`src/rtl/ibanchk_pkg.sv`:
```
// Shared types, constants and helper functions for the account number checker.
// Holds the country code table and the constant-modulus reduction used by all stages.
// No dependencies.
package ibanchk_pkg;

  localparam int CHAR_W       = 8;
  localparam int COUNT_W      = 6;
  localparam int REM_W        = 7;
  localparam int DIGITS_W     = 4;
  localparam int STATUS_W     = 3;
  localparam int WIDE_W       = 14;
  localparam int MODULUS      = 97;
  localparam int MIN_LENGTH   = 4;
  localparam int FRONT_LEN    = 4;
  localparam int COUNT_MAX    = (1 << COUNT_W) - 1;
  localparam int MAX_LENGTH_DEF = 34;
  localparam int NUM_COUNTRIES  = 144;

  // Reciprocal of the modulus scaled by 2^16, rounded down
  localparam int RECIP_SHIFT = 16;
  localparam int RECIP       = (1 << RECIP_SHIFT) / MODULUS;

  typedef enum logic [STATUS_W-1:0] {
    ST_VALID    = 3'd0,
    ST_SHORT    = 3'd1,
    ST_LONG     = 3'd2,
    ST_COUNTRY  = 3'd3,
    ST_BAD_CHAR = 3'd4,
    ST_CHECKSUM = 3'd5
  } status_t;

  // Hand-off from the accumulate stage to the finish stage
  typedef struct packed {
    status_t               status;     // ST_VALID means "checksum still to be judged"
    logic [REM_W-1:0]      run_rem;    // remainder of characters after the front four
    logic [REM_W-1:0]      front_rem;  // remainder of the front four on their own
    logic [DIGITS_W-1:0]   digits;     // decimal digits the front four expand to
  } finish_t;

  // Supported two-letter country codes, uppercase; the last two slots are empty
  // and so match a pair of NUL codes
  localparam logic [2*CHAR_W-1:0] COUNTRY_ROM [NUM_COUNTRIES] = '{
    "AE","AF","AL","AM","AN","AR","AT","AU","AZ","BA","BD","BE","BG","BH",
    "BN","BO","BR","BT","BY","BZ","CA","CG","CH","CI","CL","CM","CN","CO",
    "CR","CS","CZ","DE","DK","DO","DZ","EC","EE","EG","ER","ES","ET","FI",
    "FO","FR","GB","GD","GE","GL","GR","GT","HK","HN","HR","HT","HU","ID",
    "IE","IL","IN","IQ","IR","IS","IT","JM","JO","JP","KE","KG","KH","KR",
    "KW","KZ","LA","LB","LI","LK","LT","LU","LV","LY","MA","MC","MD","ME",
    "MK","ML","MM","MN","MO","MT","MV","MX","MY","NG","NI","NL","NO","NP",
    "NZ","OM","PA","PE","PH","PK","PL","PR","PT","PY","QA","RE","RO","RS",
    "RU","RW","SA","SE","SG","SI","SK","SN","SO","SR","SV","SY","TH","TJ",
    "TM","TN","TR","TT","TW","TZ","UA","US","UY","VA","VE","VN","YE","ZA",
    "ZW","ZW",16'h0000,16'h0000
  };

  // x mod 97 for x below 97*128: reciprocal estimate is low by at most one
  function automatic logic [REM_W-1:0] mod97(input logic [WIDE_W-1:0] x);
    logic [23:0]       prod;
    logic [REM_W-1:0]  q;
    logic [WIDE_W-1:0] r;
    prod = {10'd0, x} * 24'(RECIP);
    q    = prod[RECIP_SHIFT+REM_W-1:RECIP_SHIFT];
    r    = x - ({7'd0, q} * WIDE_W'(MODULUS));
    if (r >= WIDE_W'(MODULUS)) begin
      r = r - WIDE_W'(MODULUS);
    end
    return r[REM_W-1:0];
  endfunction

  // 10^k mod 97 for the digit count of the front four characters
  function automatic logic [REM_W-1:0] pow10_mod97(input logic [DIGITS_W-1:0] k);
    logic [REM_W-1:0] p;
    case (k)
      4'd0:    p = 7'd1;
      4'd1:    p = 7'd10;
      4'd2:    p = 7'd3;
      4'd3:    p = 7'd30;
      4'd4:    p = 7'd9;
      4'd5:    p = 7'd90;
      4'd6:    p = 7'd27;
      4'd7:    p = 7'd76;
      4'd8:    p = 7'd81;
      default: p = 7'd0;
    endcase
    return p;
  endfunction

  // Parallel compare against every table entry
  function automatic logic country_known(input logic [CHAR_W-1:0] c0,
                                         input logic [CHAR_W-1:0] c1);
    logic hit;
    hit = 1'b0;
    for (int i = 0; i < NUM_COUNTRIES; i++) begin
      if (COUNTRY_ROM[i] == {c0, c1}) begin
        hit = 1'b1;
      end
    end
    return hit;
  endfunction

endpackage

```
`src/rtl/ibanchk_in_if.sv`:
```
// Character channel: valid/ready handshake carrying one ASCII character per transaction.
// Depends on ibanchk_pkg for field widths.
interface ibanchk_in_if;
  logic                             valid;
  logic                             ready;
  logic [ibanchk_pkg::CHAR_W-1:0]   char_code;
  logic                             last_char;

  modport source (output valid, output char_code, output last_char, input ready);
  modport sink   (input valid, input char_code, input last_char, output ready);
endinterface

```
`src/rtl/ibanchk_out_if.sv`:
```
// Result channel: valid/ready handshake carrying one status and remainder per transaction.
// Depends on ibanchk_pkg for field widths.
interface ibanchk_out_if;
  logic                             valid;
  logic                             ready;
  logic [ibanchk_pkg::STATUS_W-1:0] status;
  logic [ibanchk_pkg::REM_W-1:0]    final_remainder;

  modport source (output valid, output status, output final_remainder, input ready);
  modport sink   (input valid, input status, input final_remainder, output ready);
endinterface

```
`src/rtl/iban_checksum_validator.sv`:
```
// Account number checker, one ASCII character per transaction, mod-97 checksum.
// Throughput: one character per cycle, except that a last character waits while the finish record register is full.
// The result for a number passes from the input register through the finish record register to the output register.
// The output register holds a waiting result while further characters are taken.
// Reset (rst, synchronous) empties both pipeline stages and clears the per-number state.
// Depends on ibanchk_pkg, ibanchk_in_if, ibanchk_out_if, ibanchk_accum, ibanchk_finish.
module iban_checksum_validator #(
  parameter int MAX_LENGTH = ibanchk_pkg::MAX_LENGTH_DEF
) (
  input  logic          clk,
  input  logic          rst,
  ibanchk_in_if.sink    chars,
  ibanchk_out_if.source results
);
  import ibanchk_pkg::*;

  logic    fin_valid;
  logic    fin_ready;
  finish_t fin;

  // Per-character accumulation
  ibanchk_accum #(
    .MAX_LENGTH (MAX_LENGTH)
  ) u_accum (
    .clk       (clk),
    .rst       (rst),
    .chars     (chars),
    .fin_valid (fin_valid),
    .fin_ready (fin_ready),
    .fin       (fin)
  );

  // Checksum judgment and output register
  ibanchk_finish u_finish (
    .clk       (clk),
    .rst       (rst),
    .fin_valid (fin_valid),
    .fin_ready (fin_ready),
    .fin       (fin),
    .results   (results)
  );

endmodule

```
`src/rtl/ibanchk_accum.sv`:
```
// Input register and per-character state update: running remainders, length count,
// country check and bad character flag. Emits a finish record on the last character.
// Depends on ibanchk_pkg and ibanchk_in_if.
module ibanchk_accum #(
  parameter int MAX_LENGTH = ibanchk_pkg::MAX_LENGTH_DEF
) (
  input  logic                 clk,
  input  logic                 rst,
  ibanchk_in_if.sink           chars,
  output logic                 fin_valid,
  input  logic                 fin_ready,
  output ibanchk_pkg::finish_t fin
);
  import ibanchk_pkg::*;

  // Input register
  logic              s1_valid;
  logic [CHAR_W-1:0] s1_char;
  logic              s1_last;
  logic              s1_adv;

  // Per-number state
  logic [REM_W-1:0]    run_rem;
  logic [REM_W-1:0]    front_rem;
  logic [DIGITS_W-1:0] front_digits;
  logic [COUNT_W-1:0]  count;
  logic                bad_seen;
  logic [CHAR_W-1:0]   front0;
  logic                country_ok;

  // Update logic
  logic                is_digit;
  logic                is_letter;
  logic                in_front;
  logic [REM_W-1:0]    acc;
  logic [REM_W-1:0]    folded;
  logic [REM_W-1:0]    let_val;
  logic [COUNT_W-1:0]  count_next;
  logic [DIGITS_W-1:0] digits_next;
  logic                bad_next;
  finish_t             fin_next;

  // Last characters wait for the finish register; others retire at once
  assign s1_adv      = s1_valid && (!s1_last || !fin_valid || fin_ready);
  assign chars.ready = !s1_valid || s1_adv;

  // Character classification and fold into the selected remainder
  always_comb begin
    is_digit  = s1_char inside {[8'h30:8'h39]};
    is_letter = s1_char inside {[8'h41:8'h5A], [8'h61:8'h7A]};
    in_front  = count < COUNT_W'(FRONT_LEN);
    acc       = in_front ? front_rem : run_rem;
    let_val   = s1_char[REM_W-1:0] - 7'd55;
    if (is_digit) begin
      folded = mod97(({7'd0, acc} * 14'd10) + {10'd0, s1_char[3:0]});
    end else if (is_letter) begin
      // 100 mod 97 is 3
      folded = mod97(({7'd0, acc} * 14'd3) + {7'd0, let_val});
    end else begin
      folded = acc;
    end
    count_next  = (count == COUNT_W'(COUNT_MAX)) ? count : count + 1'b1;
    digits_next = front_digits;
    if (in_front && is_digit) begin
      digits_next = front_digits + 4'd1;
    end else if (in_front && is_letter) begin
      digits_next = front_digits + 4'd2;
    end
    bad_next = bad_seen || !(is_digit || is_letter);
  end

  // Status in priority order; ST_VALID leaves the checksum to the finish stage
  always_comb begin
    if (count_next < COUNT_W'(MIN_LENGTH)) begin
      fin_next.status = ST_SHORT;
    end else if (count_next > COUNT_W'(MAX_LENGTH)) begin
      fin_next.status = ST_LONG;
    end else if (!country_ok) begin
      fin_next.status = ST_COUNTRY;
    end else if (bad_next) begin
      fin_next.status = ST_BAD_CHAR;
    end else begin
      fin_next.status = ST_VALID;
    end
    fin_next.run_rem   = in_front ? run_rem : folded;
    fin_next.front_rem = in_front ? folded : front_rem;
    fin_next.digits    = digits_next;
  end

  // Control state and remainders
  always_ff @(posedge clk) begin
    if (rst) begin
      s1_valid     <= 1'b0;
      fin_valid    <= 1'b0;
      run_rem      <= '0;
      front_rem    <= '0;
      front_digits <= '0;
      count        <= '0;
      bad_seen     <= 1'b0;
    end else begin
      if (chars.valid && chars.ready) begin
        s1_valid <= 1'b1;
      end else if (s1_adv) begin
        s1_valid <= 1'b0;
      end
      if (s1_adv && s1_last) begin
        fin_valid <= 1'b1;
      end else if (fin_ready) begin
        fin_valid <= 1'b0;
      end
      if (s1_adv) begin
        if (s1_last) begin
          run_rem      <= '0;
          front_rem    <= '0;
          front_digits <= '0;
          count        <= '0;
          bad_seen     <= 1'b0;
        end else begin
          run_rem      <= fin_next.run_rem;
          front_rem    <= fin_next.front_rem;
          front_digits <= digits_next;
          count        <= count_next;
          bad_seen     <= bad_next;
        end
      end
    end
  end

  // Payload registers
  always_ff @(posedge clk) begin
    if (chars.valid && chars.ready) begin
      s1_char <= chars.char_code;
      s1_last <= chars.last_char;
    end
    if (s1_adv && count == COUNT_W'(0)) begin
      front0 <= s1_char;
    end
    if (s1_adv && count == COUNT_W'(1)) begin
      country_ok <= country_known(front0, s1_char);
    end
    if (s1_adv && s1_last) begin
      fin <= fin_next;
    end
  end

`ifndef SYNTHESIS
  // A finished number leaves the per-number state cleared
  a_clear_after_last: assert property (@(posedge clk) disable iff (rst)
    s1_adv && s1_last |=> count == '0 && !bad_seen && run_rem == '0)
    else $error("state not cleared after last character");

  // Front four characters never expand to more than eight digits
  a_digits_bound: assert property (@(posedge clk) disable iff (rst)
    front_digits <= 4'd8)
    else $error("front digit count out of range");

  // A record sent for checksum judgment has a full, clean front section
  a_fin_digits: assert property (@(posedge clk) disable iff (rst)
    fin_valid && fin.status == ST_VALID |-> fin.digits >= 4'd4)
    else $error("checksum record with short front section");
`endif

endmodule

```
`src/rtl/ibanchk_finish.sv`:
```
// Finish stage: folds the front four characters behind the running remainder,
// judges the checksum and holds the result in the output register.
// Depends on ibanchk_pkg and ibanchk_out_if.
module ibanchk_finish (
  input  logic                 clk,
  input  logic                 rst,
  input  logic                 fin_valid,
  output logic                 fin_ready,
  input  ibanchk_pkg::finish_t fin,
  ibanchk_out_if.source        results
);
  import ibanchk_pkg::*;

  logic [WIDE_W-1:0] shifted;
  logic [REM_W-1:0]  rem;
  status_t           status_next;
  logic [REM_W-1:0]  rem_next;

  assign fin_ready = !results.valid || results.ready;

  // Rotated number: running part shifted left by the front digit count, plus the front
  always_comb begin
    shifted = ({7'd0, fin.run_rem} * {7'd0, pow10_mod97(fin.digits)}) + {7'd0, fin.front_rem};
    rem     = mod97(shifted);
    if (fin.status == ST_VALID) begin
      status_next = (rem == 7'd1) ? ST_VALID : ST_CHECKSUM;
      rem_next    = rem;
    end else begin
      status_next = fin.status;
      rem_next    = '0;
    end
  end

  // Output register valid
  always_ff @(posedge clk) begin
    if (rst) begin
      results.valid <= 1'b0;
    end else if (fin_ready) begin
      results.valid <= fin_valid;
    end
  end

  // Output register payload
  always_ff @(posedge clk) begin
    if (fin_valid && fin_ready) begin
      results.status          <= status_next;
      results.final_remainder <= rem_next;
    end
  end

`ifndef SYNTHESIS
  // A valid status always carries remainder one
  a_valid_rem: assert property (@(posedge clk) disable iff (rst)
    results.valid && results.status == ST_VALID |-> results.final_remainder == 7'd1)
    else $error("valid status without remainder one");

  // Early-out statuses report a zero remainder
  a_zero_rem: assert property (@(posedge clk) disable iff (rst)
    results.valid && results.status != ST_VALID && results.status != ST_CHECKSUM
    |-> results.final_remainder == '0)
    else $error("nonzero remainder with early-out status");
`endif

endmodule
```
`src/flat_wrapper.sv`:
```
// flat-port wrapper written by rule: the top's interface ports become plain ports
module iban_checksum_validator_flat import ibanchk_pkg::*;
#(
  parameter int MAX_LENGTH = ibanchk_pkg::MAX_LENGTH_DEF
)
  (clk, rst, chars_valid, chars_char_code, chars_last_char, chars_ready, results_valid, results_status, results_final_remainder, results_ready);
  ibanchk_in_if chars_i ();
  ibanchk_out_if results_i ();
  input  logic clk;
  input  logic rst;
  input wire logic [$bits(chars_i.valid)-1:0] chars_valid;
  input wire logic [$bits(chars_i.char_code)-1:0] chars_char_code;
  input wire logic [$bits(chars_i.last_char)-1:0] chars_last_char;
  output wire logic [$bits(chars_i.ready)-1:0] chars_ready;
  output wire logic [$bits(results_i.valid)-1:0] results_valid;
  output wire logic [$bits(results_i.status)-1:0] results_status;
  output wire logic [$bits(results_i.final_remainder)-1:0] results_final_remainder;
  input wire logic [$bits(results_i.ready)-1:0] results_ready;
  assign chars_i.valid = chars_valid;
  assign chars_i.char_code = chars_char_code;
  assign chars_i.last_char = chars_last_char;
  assign chars_ready = chars_i.ready;
  assign results_valid = results_i.valid;
  assign results_status = results_i.status;
  assign results_final_remainder = results_i.final_remainder;
  assign results_i.ready = results_ready;
  iban_checksum_validator #(.MAX_LENGTH(MAX_LENGTH)) u_core (.clk(clk), .rst(rst), .chars(chars_i), .results(results_i));
endmodule
```
`config.mk`:
```
export PLATFORM = sky130hd
export DESIGN_NAME = iban_checksum_validator_flat
export DESIGN_NICKNAME = d
export VERILOG_FILES = /design/src/rtl/ibanchk_pkg.sv /design/src/rtl/ibanchk_in_if.sv /design/src/rtl/ibanchk_out_if.sv /design/src/rtl/iban_checksum_validator.sv /design/src/rtl/ibanchk_accum.sv /design/src/rtl/ibanchk_finish.sv /design/src/flat_wrapper.sv
export SDC_FILE = /design/constraint.sdc
export NUM_CORES = 1
export LEC_CHECK = 0
export BUFFER_PORTS_ARGS = -buffer_cell sky130_fd_sc_hd__buf_2
export CAP_MARGIN = 30
export CORE_UTILIZATION = 50
export CTS_CLUSTER_DIAMETER = 80
export CTS_CLUSTER_SIZE = 20
export DETAILED_ROUTE_END_ITERATION = 6
export PLACE_DENSITY = 0.66
export SLEW_MARGIN = 20
export SYNTH_ARGS = -nofsm -noshare
export SYNTH_HDL_FRONTEND = slang
export SYNTH_SLANG_ARGS = --single-unit
```
`constraint.sdc`:
```
create_clock -name clk -period 20.3 [get_ports clk]
set_input_delay 2.03 -clock clk [delete_from_list [all_inputs] [get_ports clk]]
set_output_delay 2.03 -clock clk [all_outputs]
set_load 0.05 [all_outputs]
```
-- Word-level counts from Yosys, hierarchy flattened
Memories as Yosys holds them, arrays and structs flattened. A register that Yosys moved wholly into a read port is not among the register bits.
Index checks and enable logic that the tools add are counted.
- multiplexer cells: 27
- eq/ne operators: 144
- $lt $le $gt $ge: 12
- divide/modulo/power cells: 0
- multipliers: 9
- shift operators: 0
- reductions and logical operators: 30
- bitwise operators: 1
- add/sub/neg operators: 13
- operator list (cell ; count):
    $eq A15 B16 Y1 const A ; 141
    $reduce_or A141 Y1 ; 1
    $mux W7 ; 10
    $ge A14 B7 Y1 const B ; 3
    $mul A14 B10 Y23 const B ; 1
    $mul A12 B10 Y22 const B ; 1
    $mul A10 B10 Y20 const B ; 1
    $ge A8 B7 Y1 const B ; 2
    $le A8 B7 Y1 const B ; 2
    $logic_not A16 Y1 ; 1
    $mux W4 ; 4
    $add A14 B7 Y14 ; 1
    $mul A7 B7 Y14 ; 1
    $mul A7 B7 Y14 const B ; 1
    $sub A12 B13 Y14 ; 1
    $sub A14 B14 Y14 ; 1
    $sub A7 B6 Y7 const B ; 2
    $sub A7 B7 Y7 const B ; 2
    $mul A6 B7 Y13 const B ; 1
    $add A11 B4 Y12 ; 1
    $lt A6 B3 Y1 const B ; 2
    $mux W6 ; 2
    $sub A10 B11 Y12 ; 1
    $logic_and A1 B1 Y1 ; 11
    23 further kinds ; 42
- memories kept: 1
- word-level logic and storage cells: 256
- register bits: 77
- bits in latches: 0
- input port bits: 13
- bits in read-only memories: 96
- output and inout port bits: 12
- RAM bits: 0
- memories (memory ; depth ; bits a word ; rd ports ; clocked after Yosys merged registers in ; write ports ; RTL line ; text):
    (no name shown) ; 16 ; 6 ; 1 ; 1 ; 0 ; ibanchk_pkg.sv:73 ; case (k)

-- Logic depth before layout (Yosys ltp)
Gate-level depths: netlist of run 1.
- word-level depth: 13
- gate-level depth with buffers: 52
- depth with buffers taken out: 51

-- Cells and area by module
From an unflattened synthesis of run 1, not the netlist that was laid out.
- cell total of the unflattened synthesis: 1923
- area total of the unflattened synthesis: 16430.8 um^2
- by module, submodules not included (module ; instances ; sequential area each (um^2) ; area an instance (um^2) ; cells each):
    ibanchk_accum ; 1 ; 1711.6 ; 10510.1 ; 1244
    ibanchk_finish ; 1 ; 320.3 ; 5920.7 ; 679

-- Worst setup path after synthesis of run 1
OpenSTA, ideal clock, no wires.
- path kind: flip-flop to flip-flop
- from: register u_core.u_accum.count[3]
- to: register u_core.u_accum.fin[4] (netlist name)
- period minus slack after synthesis: 11.678 ns
- slack: 8.622 ns
- arrival: 11.409 ns
- stages on the path, launching flop included: 43
- cell sequence: dfxtp_1 clkbuf_1 nor4_1 buf_2 mux2i_1 inv_1 ha_1 ha_1 inv_1 fa_1 xnor2_1 or3b_2 xnor2_1 ha_1 inv_1 fa_1 inv_1 ha_1 [... 7 more ...] a211o_1 a21o_1 a21oi_1 xnor2_1 ha_1 ha_1 fa_1 inv_1 ha_1 or4_1 a21oi_1 and3_1 o22ai_1 a311oi_2 nand2_2 xnor2_1 a211oi_1 o21ai_0
- RTL lines (item ; RTL line ; text):
    from (decl) ; ibanchk_accum.sv:26 ; logic [COUNT_W-1:0] count;
    from (signal assigned) ; ibanchk_accum.sv:122 ; count <= count_next;

==> flow_metrics.env, run 1 <==
export IMPL_dpl_hpwl_um=28200
export IMPL_ys_seq_elements=83
export IMPL_synth_top_area_frac=0.299
export IMPL_post_route_min_period_ns=12.28
export IMPL_synthTopCellsByCount="ha_1, inv_1, nor2_1"
export IMPL_critPathRequiredTime_ns=20.39
export IMPL_synth_top_flop_cell="edfxtp_1"
export IMPL_drcViolationCount=0
export IMPL_status="completed"
export IMPL_coreArea_sq_um=30900
export IMPL_die_y_um=180
export IMPL_yosysTopAreaCell="ha_1"
export IMPL_cts_resized=0
export IMPL_hold_viol_final=0
export IMPL_grt_antenna_before_repair=1
export IMPL_relSlewSlack=0.362
export IMPL_r2r_cells=40
export IMPL_synth_edf_count=49
export IMPL_setup_violations=0
export IMPL_tightest_slew_ns=0.950
export IMPL_synth_cells=1821
export IMPL_crit_slowest_cell="xnor2_1"
export IMPL_drt_total_wl_um=33600
export IMPL_drive_gt1_frac=0.0480
export IMPL_cts_sinks=83
export IMPL_cts_tree="done"
export IMPL_grt_pass1_wl_um=59200
export IMPL_maxCapViolations=0
export IMPL_wire_per_inst_um=15.1
export IMPL_via_per_inst=5.57
export IMPL_numCtsBuffers=9
export IMPL_vias=12400
export IMPL_yosys_cell_types_count=86
export IMPL_overflow=0
export IMPL_num_rows=64
export IMPL_start_util=0.514
export IMPL_ioPinCount=25
export IMPL_gr_usage_all_layers=0.217
export IMPL_drv_slew=0
export IMPL_start_kind="register"
export IMPL_syn_area_per_cell_sq_um=8.72
export IMPL_path_common_cell="ha_1"
export IMPL_cp_arrival_ns=12.36
export IMPL_yosys_top_cells_area="ha_1, fa_1, edfxtp_1, inv_1, dfxtp_1"
export IMPL_cts_setup_buffers=0
export IMPL_clk_latency_ns=0.35
export IMPL_post_route_util=0.543
export IMPL_ant_nets=0
export IMPL_syn_to_final_growth_pct=5.61
export IMPL_crit_path_start="u_core.u_accum.count[2]"
export IMPL_grt_max_degree=36
export IMPL_synthArstFlopShare=0
export IMPL_grt_pass1_vias=12800
export IMPL_path_class="reg -> reg"
export IMPL_worstPathMaxFanout=15
export IMPL_rrSetupSlack_ns=8.02
export IMPL_rsz0062_at_grt="no"
export IMPL_h_tree_depth=3
export IMPL_clkTransAtPathRegs_ns=0.07
export IMPL_fillers=2886
export IMPL_dr_first_iter_drc_count=583
export IMPL_timing_rr_start="u_core.u_accum.count[2]"
export IMPL_multi_input_area_sq_um=12400
export IMPL_die_w_um=180
export IMPL_min_path_type="reg -> reg"
export IMPL_timing_fmax_mhz=81.5
export IMPL_setup_tns_final_ns=0
export IMPL_yosysSeqAreaShare=0.135
export IMPL_ctsHoldBuffers=0
export IMPL_nets=2316
export IMPL_finalCritPeriodShare=0.605
export IMPL_root_buffer="clkbuf_16"
export IMPL_clock_path_buffers=2
export IMPL_numPortBuffers=24
export IMPL_crit_end="u_core.u_accum.fin[4]"
export IMPL_place_gp_congestion=0.924
export IMPL_r2r_end="u_core.u_accum.fin[4]"
export IMPL_ff_latch_area_sq_um=2150
export IMPL_die_area_sq_um=32500
export IMPL_yosys_warnings=0
export IMPL_endpoint_kind="register"
export IMPL_firstDrtPassIters=5
export IMPL_finClkSkew_ns=0.00983
export IMPL_netlist_area_sq_um=15900
export IMPL_max_stage_delay_ns=0.78
export IMPL_synth_most_common_cell="ha_1"
[layer usage]
metal / GRT usage / up-vias / part of all wire
li1: - / 6295 / -
met1: 0.268 / 5870 / 0.45
met2: 0.395 / 214 / 0.49
met3: 0.0178 / 55 / 0.029
met4: 0.0732 / 0 / 0.028
met5: 0 / - / 0
[cell families after synthesis]
| logic type | synth area share |
|---|---|
| XOR/XNOR | 0.0640 |
| other | 0.000473 |
| adder cells (fa/ha/maj) | 0.418 |
| flip-flops | 0.135 |
| buffers and inverters | 0.0848 |
| AO/OA/AOI/OAI | 0.154 |
| multiplexers | 0.0132 |
| AND/OR/NAND/NOR | 0.131 |
[how the worst min path moves through the flow]
| stage | slack (ns) | end | start | cells after the start |
|---|---|---|---|---|
| floorplan | 0.44 | u_core.u_accum.run_rem[2] | u_core.u_accum.run_rem[2] | 2 |
| CTS | 0.46 | u_core.u_finish.results.status[1] | u_core.u_accum.fin[19] | 0 |
| finish | 0.45 | u_core.u_finish.results.status[1] | u_core.u_accum.fin[19] | 0 |
| global route | 0.48 | u_core.u_finish.results.status[1] | u_core.u_accum.fin[19] | 0 |
| detailed placement | 0.45 | u_core.u_finish.results.status[1] | u_core.u_accum.fin[19] | 0 |
| global placement | 0.44 | u_core.u_finish.results.status[1] | u_core.u_accum.fin[19] | 0 |
[sequential cells by signal, summed over array words and instances, names as in the netlist, 3 cells and up, named ones only]
| signal | count |
|---|---|
| u_core.u_finish.results.status | 3 |
| u_core.u_finish.results.final_remainder | 7 |
| u_core.u_accum.run_rem | 7 |
| u_core.u_accum.front_digits | 4 |
| u_core.u_accum.front0 | 8 |
| u_core.u_accum.s1_char | 8 |
| u_core.u_accum.count | 6 |
| u_core.u_accum.fin | 21 |
| u_core.u_accum.front_rem | 7 |
[layout by cell type (no fill, tap or decap), types with 11 or more instances in the layout]
cell      Yosys  final
o21ai_0      62     62
and2_1       32     32
o21bai_1     11     11
xor2_1       43     43
nor3_1       30     30
o21ai_1      13     13
buf_4         0     11
xnor2_1      70     70
ha_1        380    380
nor2_1       97     97
and3_1       14     14
inv_1       312    312
fa_1         94     94
edfxtp_1     49     49
a211oi_1     17     17
dfxtp_1      34     34
nand3_1      34     34
buf_2         3     24
a21oi_1      92     92
a22oi_1      11     11
nor2b_1      19     19
o21a_1       12     12
or3_1        14     14
nand2_1      93     93
mux2i_1      13     13
nand2b_1     16     16
a21o_1       44     44
[cell type report]
type | instances | area share
multi-input cells | 1386 | 0.740
flip-flops and latches | 83 | 0.128
inverters | 313 | 0.0700
well taps | 396 | 0.0295
repair buffers | 36 | 0.0137
clock buffers | 9 | 0.0134
clock inverters | 7 | 0.00492
diodes | 1 | 0.000149
[critical path: cells and delay by family (launching register included)]
family	cells	cell delay (ns)
adders and majority gates	13	4.37
AOI/OAI and AO/OA	10	2.67
and+or+nand+nor	6	1.83
xor gates and xnor gates	4	1.65
buffers and inverters	6	0.71
DFF	1	0.41
muxes	1	0.39
[stage by stage]
step | setup slack [ns] | hold slack, ns | instances | instance area, sq um
floorplan | 8.62 | 0.442 | 1825 | 15900
global placement | 8.38 | 0.443 | 2212 | 16400
detailed placement | 8.14 | 0.446 | 2213 | 16400
CTS | 8.10 | 0.461 | 2229 | 16700
global route | 7.25 | 0.477 | 2231 | 16800
finish | 8.02 | 0.450 | 2231 | 16800
Power of run 1 is left out: the tool's default activity adds up to more than one toggle a clock period on the data nets, which glitch-free logic cannot reach.
==> run 2: changes to the inputs <==
- ABC_AREA: default -> 1
- PLACE_DENSITY: 0.66 -> 0.68
- clock period: 20.3 -> 11.2 ns (I/O delays scaled with it)
==> flow_metrics.env, run 2 <==
export IMPL_status="completed"
export IMPL_timing_fmax_mhz=93.7
export IMPL_coreArea_sq_um=33400
export IMPL_start_util=0.507
export IMPL_numCtsBuffers=9
export IMPL_dpl_hpwl_um=32100
export IMPL_cts_tree="done"
export IMPL_setup_violations=0
export IMPL_firstDrtPassIters=6
export IMPL_drv_slew=0
export IMPL_synth_most_common_cell="inv_1"
export IMPL_worstPathMaxFanout=9
export IMPL_crit_slowest_cell="fa_1"
export IMPL_synthTopCellsByCount="inv_1, nand2_1, ha_1"
export IMPL_yosys_warnings=0
export IMPL_cp_arrival_ns=10.77
export IMPL_ctsHoldBuffers=0
export IMPL_ioPinCount=25
export IMPL_finalCritPeriodShare=0.953
export IMPL_yosys_cell_types_count=55
export IMPL_min_path_type="reg -> reg"
export IMPL_dr_first_iter_drc_count=657
export IMPL_maxCapViolations=0
export IMPL_drt_total_wl_um=37900
export IMPL_tightest_slew_ns=0.930
export IMPL_clk_latency_ns=0.35
export IMPL_vias=14700
export IMPL_die_y_um=186
export IMPL_drcViolationCount=0
export IMPL_nets=2867
export IMPL_synth_edf_count=49
export IMPL_ant_nets=0
export IMPL_synthArstFlopShare=0
export IMPL_synth_top_area_frac=0.281
export IMPL_final_area_sq_um=18500
export IMPL_top_regs="u_core.u_accum.fin (21), u_core.u_accum.front0 (8), u_core.u_accum.s1_char (8)"
export IMPL_syn_to_final_growth_pct=9.43
export IMPL_postPlaceCellArea_sq_um=17700
export IMPL_max_stage_delay_ns=0.54
export IMPL_grt_max_degree=29
export IMPL_yosysTopAreaCell="ha_1"
export IMPL_place_gp_congestion=0.929
export IMPL_numPortBuffers=24
export IMPL_post_route_min_period_ns=10.67
export IMPL_clkTransAtPathRegs_ns=0.07
export IMPL_syn_area_per_cell_sq_um=7.33
export IMPL_num_rows=67
export IMPL_netlist_area_sq_um=16900
export IMPL_rrSetupSlack_ns=0.53
export IMPL_root_buffer="clkbuf_16"
export IMPL_clock_path_buffers=2
export IMPL_overflow=0
export IMPL_h_tree_depth=3
export IMPL_grt_pass1_vias=13700
export IMPL_yosys_top_cells_area="ha_1, inv_1, fa_1, nand2_1, edfxtp_1"
export IMPL_drive_gt1_frac=0.0767
export IMPL_grt_antenna_before_repair=0
export IMPL_final_common_cell="inv_1"
export IMPL_synth_top_flop_cell="edfxtp_1"
export IMPL_relSlewSlack=0.375
export IMPL_yosysSeqAreaShare=0.127
export IMPL_gr_usage_all_layers=0.222
export IMPL_mostFrequentLayoutCells="inv_1, nand2_1, ha_1, nor2_1, nand3_1"
export IMPL_hold_viol_final=0
export IMPL_ys_seq_elements=83
export IMPL_top_register="u_core.u_accum.fin"
export IMPL_largest_reg_flops=21
export IMPL_finClkSkew_ns=0.0114
export IMPL_synth_cells=2311
export IMPL_die_area_sq_um=34600
export IMPL_path_class="reg -> reg"
export IMPL_critPathRequiredTime_ns=11.30
export IMPL_via_per_inst=5.18
export IMPL_cts_sinks=83
export IMPL_wire_per_inst_um=13.4
export IMPL_antenna_cells=0
export IMPL_grt_pass1_wl_um=63000
export IMPL_die_w_um=186
export IMPL_endpoint_kind="register"
export IMPL_start_kind="register"
[run 2: cell count changes in the layout (fill, tap and decap cells not counted), sizes merged, moves of 35 or more]
cell / before / now
xnor2: 70 / 21
nand3: 34 / 129
inv: 315 / 516
buf: 36 / 72
a21o: 44 / 9
nor2: 97 / 154
nand2: 94 / 457
[run 2: cells by family (layout without fill, tap and decap cells)]
group           Yosys count  count (layout)  share of synthesized area
other cells               2               6                   0.000443
simple gates            851             851                      0.218
flops                    83              83                      0.127
compound gates          270             270                     0.0940
xor+xnor                 94              94                     0.0490
fa+ha+maj               474             474                      0.392
buf+inv                 537             607                      0.120
[run 2: area by class of cell]
type,count,area (sq um)
fill,3155,14900
clock inverter,3,21.3
sequential,83,2160
multi-input combinational,1695,13100
timing repair buffer,73,483
inverter,518,1950
tap,448,561
clock buffer,13,272
[run 2: per-layer routing]
layer,share of wire,routed length (um),GRT usage
met3,0.028,1050,0.0198
met4,0.011,425,0.0348
met2,0.51,19300,0.413
met5,0,0,0
met1,0.45,17100,0.280
[run 2: final timing paths]
path,start,to,depth (start not counted)
max,u_core.u_accum.fin[15],u_core.u_finish.results.status[0],55
min,u_core.u_accum.fin[19],u_core.u_finish.results.status[1],0
max reg2reg,u_core.u_accum.fin[15],u_core.u_finish.results.status[0],55
min reg2reg,u_core.u_accum.fin[19],u_core.u_finish.results.status[1],0
[run 2: timing repair]
item                       4_1_cts  5_1_grt
gates resized for setup          0       70
setup endpoints to repair        0       37
buffers inserted                 0       22
[run 2: per-stage QoR]
step	setup slack, ns	hold slack, ns	TNS (ns)	std cells	util
finish	0.527	0.454	0	2833	0.554
global route	-0.0980	0.465	-0.186	2833	0.554
CTS	0.0207	0.460	0	2809	0.539
detailed placement	0.0514	0.445	0	2793	0.530
global placement	0.287	0.442	0	2792	0.530
floorplan	0.770	0.421	0	2315	-
[run 2: worst max-delay path, delay by kind of cell, from the launching register on]
kind | cells | cell delay, ns
AND/OR/NAND/NOR | 20 | 2.15
flip-flops | 1 | 0.43
buffers and inverters | 12 | 0.96
adder cells (fa/ha/maj) | 15 | 5.65
XOR/XNOR | 2 | 0.26
AO/OA/AOI/OAI | 6 | 0.93
Power of run 2 is left out for the same reason.
==> run 3: changes to the inputs <==
- CORE_UTILIZATION: 50 -> 39
- PLACE_DENSITY: 0.68 -> default
==> flow_metrics.env, run 3 (synthesis gave the netlist of run 2 again) <==
export IMPL_worstPathMaxFanout=9
export IMPL_ant_nets=0
export IMPL_root_buffer="clkbuf_16"
export IMPL_path_class="reg -> reg"
export IMPL_fillers=4403
export IMPL_r2r_end="u_core.u_finish.results.status[2]"
export IMPL_maxCapViolations=0
export IMPL_ioPinCount=25
export IMPL_syn_to_final_growth_pct=9.73
export IMPL_grt_max_degree=29
export IMPL_grt_pass1_wl_um=65600
export IMPL_dr_first_iter_drc_count=747
export IMPL_mostFrequentLayoutCells="inv_1, nand2_1, ha_1, nor2_1, nand3_1"
export IMPL_via_per_inst=4.91
export IMPL_min_to="u_core.u_finish.results.status[1]"
export IMPL_hold_viol_final=0
export IMPL_drv_slew=0
export IMPL_firstDrtPassIters=5
export IMPL_start_util=0.394
export IMPL_top_register="u_core.u_accum.fin"
export IMPL_top_regs="u_core.u_accum.fin (21), u_core.u_accum.front0 (8), u_core.u_accum.s1_char (8)"
export IMPL_endpoint_kind="register"
export IMPL_finalCritPeriodShare=0.949
export IMPL_place_gp_congestion=0.859
export IMPL_status="completed"
export IMPL_die_y_um=210
export IMPL_ctsHoldBuffers=0
export IMPL_h_tree_depth=3
export IMPL_dr_max_layer_used="met4"
export IMPL_antenna_cells=0
export IMPL_cp_num_cells=55
export IMPL_setup_tns_final_ns=0
export IMPL_path_buf_inv=12
export IMPL_cp_arrival_ns=10.73
export IMPL_largest_reg_flops=21
export IMPL_dpl_hpwl_um=33400
export IMPL_hold_depth=0
export IMPL_rrSetupSlack_ns=0.57
export IMPL_numCtsBuffers=9
export IMPL_numPortBuffers=24
export IMPL_nets=2861
export IMPL_cts_tree="done"
export IMPL_clk_latency_ns=0.34
export IMPL_num_rows=76
export IMPL_wl_met1_um=17600
export IMPL_crit_slowest_cell="fa_1"
export IMPL_drive_gt1_frac=0.0719
export IMPL_drcViolationCount=0
export IMPL_max_stage_delay_ns=0.54
export IMPL_overflow=0
export IMPL_grt_pass1_vias=14100
export IMPL_post_route_min_period_ns=10.63
export IMPL_drt_total_wl_um=38900
export IMPL_clock_path_buffers=2
export IMPL_die_w_um=210
export IMPL_rsz0062_at_grt="yes"
export IMPL_clkTransAtPathRegs_ns=0.07
export IMPL_min_path_type="reg -> reg"
export IMPL_placedCellCount=2929
export IMPL_tightest_slew_ns=0.955
export IMPL_critPathRequiredTime_ns=11.30
export IMPL_setup_violations=0
export IMPL_start_kind="register"
export IMPL_grt_antenna_before_repair=0
export IMPL_route_met3_wl_um=894
export IMPL_stdcell_count=2964
export IMPL_gr_usage_all_layers=0.178
export IMPL_r2r_cells=55
export IMPL_vias=14500
export IMPL_timing_rr_start="u_core.u_accum.fin[12]"
export IMPL_wire_per_inst_um=13.1
export IMPL_final_common_cell="inv_1"
export IMPL_cts_sinks=83
export IMPL_post_route_util=0.433
export IMPL_die_area_sq_um=44300
export IMPL_timing_fmax_mhz=94.1
export IMPL_min_from="u_core.u_accum.fin[19]"
export IMPL_relSlewSlack=0.359
export IMPL_wl_met2_um=19500
export IMPL_path_common_cell="nand2_1"
export IMPL_crit_family="adder cells"
export IMPL_coreArea_sq_um=43000
export IMPL_finClkSkew_ns=0.0105
## run 3: cell count changes in the layout (fill, tap and decap cells not counted), sizes merged
cell      before  now
clkinvlp       1    2
buf           72   67
inv          516  519
clkbuf        14    9
## run 3: how the worst max path moves through the flow
stage / from / endpoint / slack [ns]
final: u_core.u_accum.fin[12] / u_core.u_finish.results.status[2] / 0.57
after global routing: u_core.u_accum.fin[13] / u_core.u_finish.results.status[2] / -0.09
after CTS: register / u_core.u_finish.results.status[2] / 0.05
after detailed placement: register / u_core.u_finish.results.status[2] / 0.02
after global placement: register / u_core.u_finish.results.status[0] / 0.11
after floorplan: register / u_core.u_finish.results.status[0] / 0.77
## run 3: stage by stage
| stage | hold slack, ns | worst slack (ns) | cell area, sq um |
|---|---|---|---|
| 2_1_floorplan | 0.421 | 0.770 | 17000 |
| 3_3_place_gp | 0.449 | 0.113 | 17900 |
| 3_5_place_dp | 0.453 | 0.0225 | 17900 |
| 4_1_cts | 0.463 | 0.0514 | 18200 |
| 5_1_grt | 0.476 | -0.0922 | 18600 |
| 6_report | 0.454 | 0.569 | 18600 |
## run 3: final cells by class
type / instances / area (sq um) / share of cell area
clock buffer: 9 / 225 / 0.0121
clock inverter: 7 / 57.6 / 0.00309
inverter: 518 / 1940 / 0.105
multi-input combinational: 1695 / 13000 / 0.700
sequential: 83 / 2150 / 0.116
tap: 585 / 732 / 0.0394
timing repair buffer: 67 / 463 / 0.0249
## run 3: metal layers
metal  vias to the layer above  global-route usage
met1                      6726               0.220
met5                         -                   0
met3                        52              0.0170
met2                       196               0.332
li1                       7574                   -
met4                         0              0.0392
## run 3: what timing repair did
item	in CTS	in global routing
gates cloned	0	0
endpoints found under the setup margin	2	37
setup buffers	0	18
pin swaps	0	18
resized for setup	1	55
Power of run 3 is left out for the same reason.
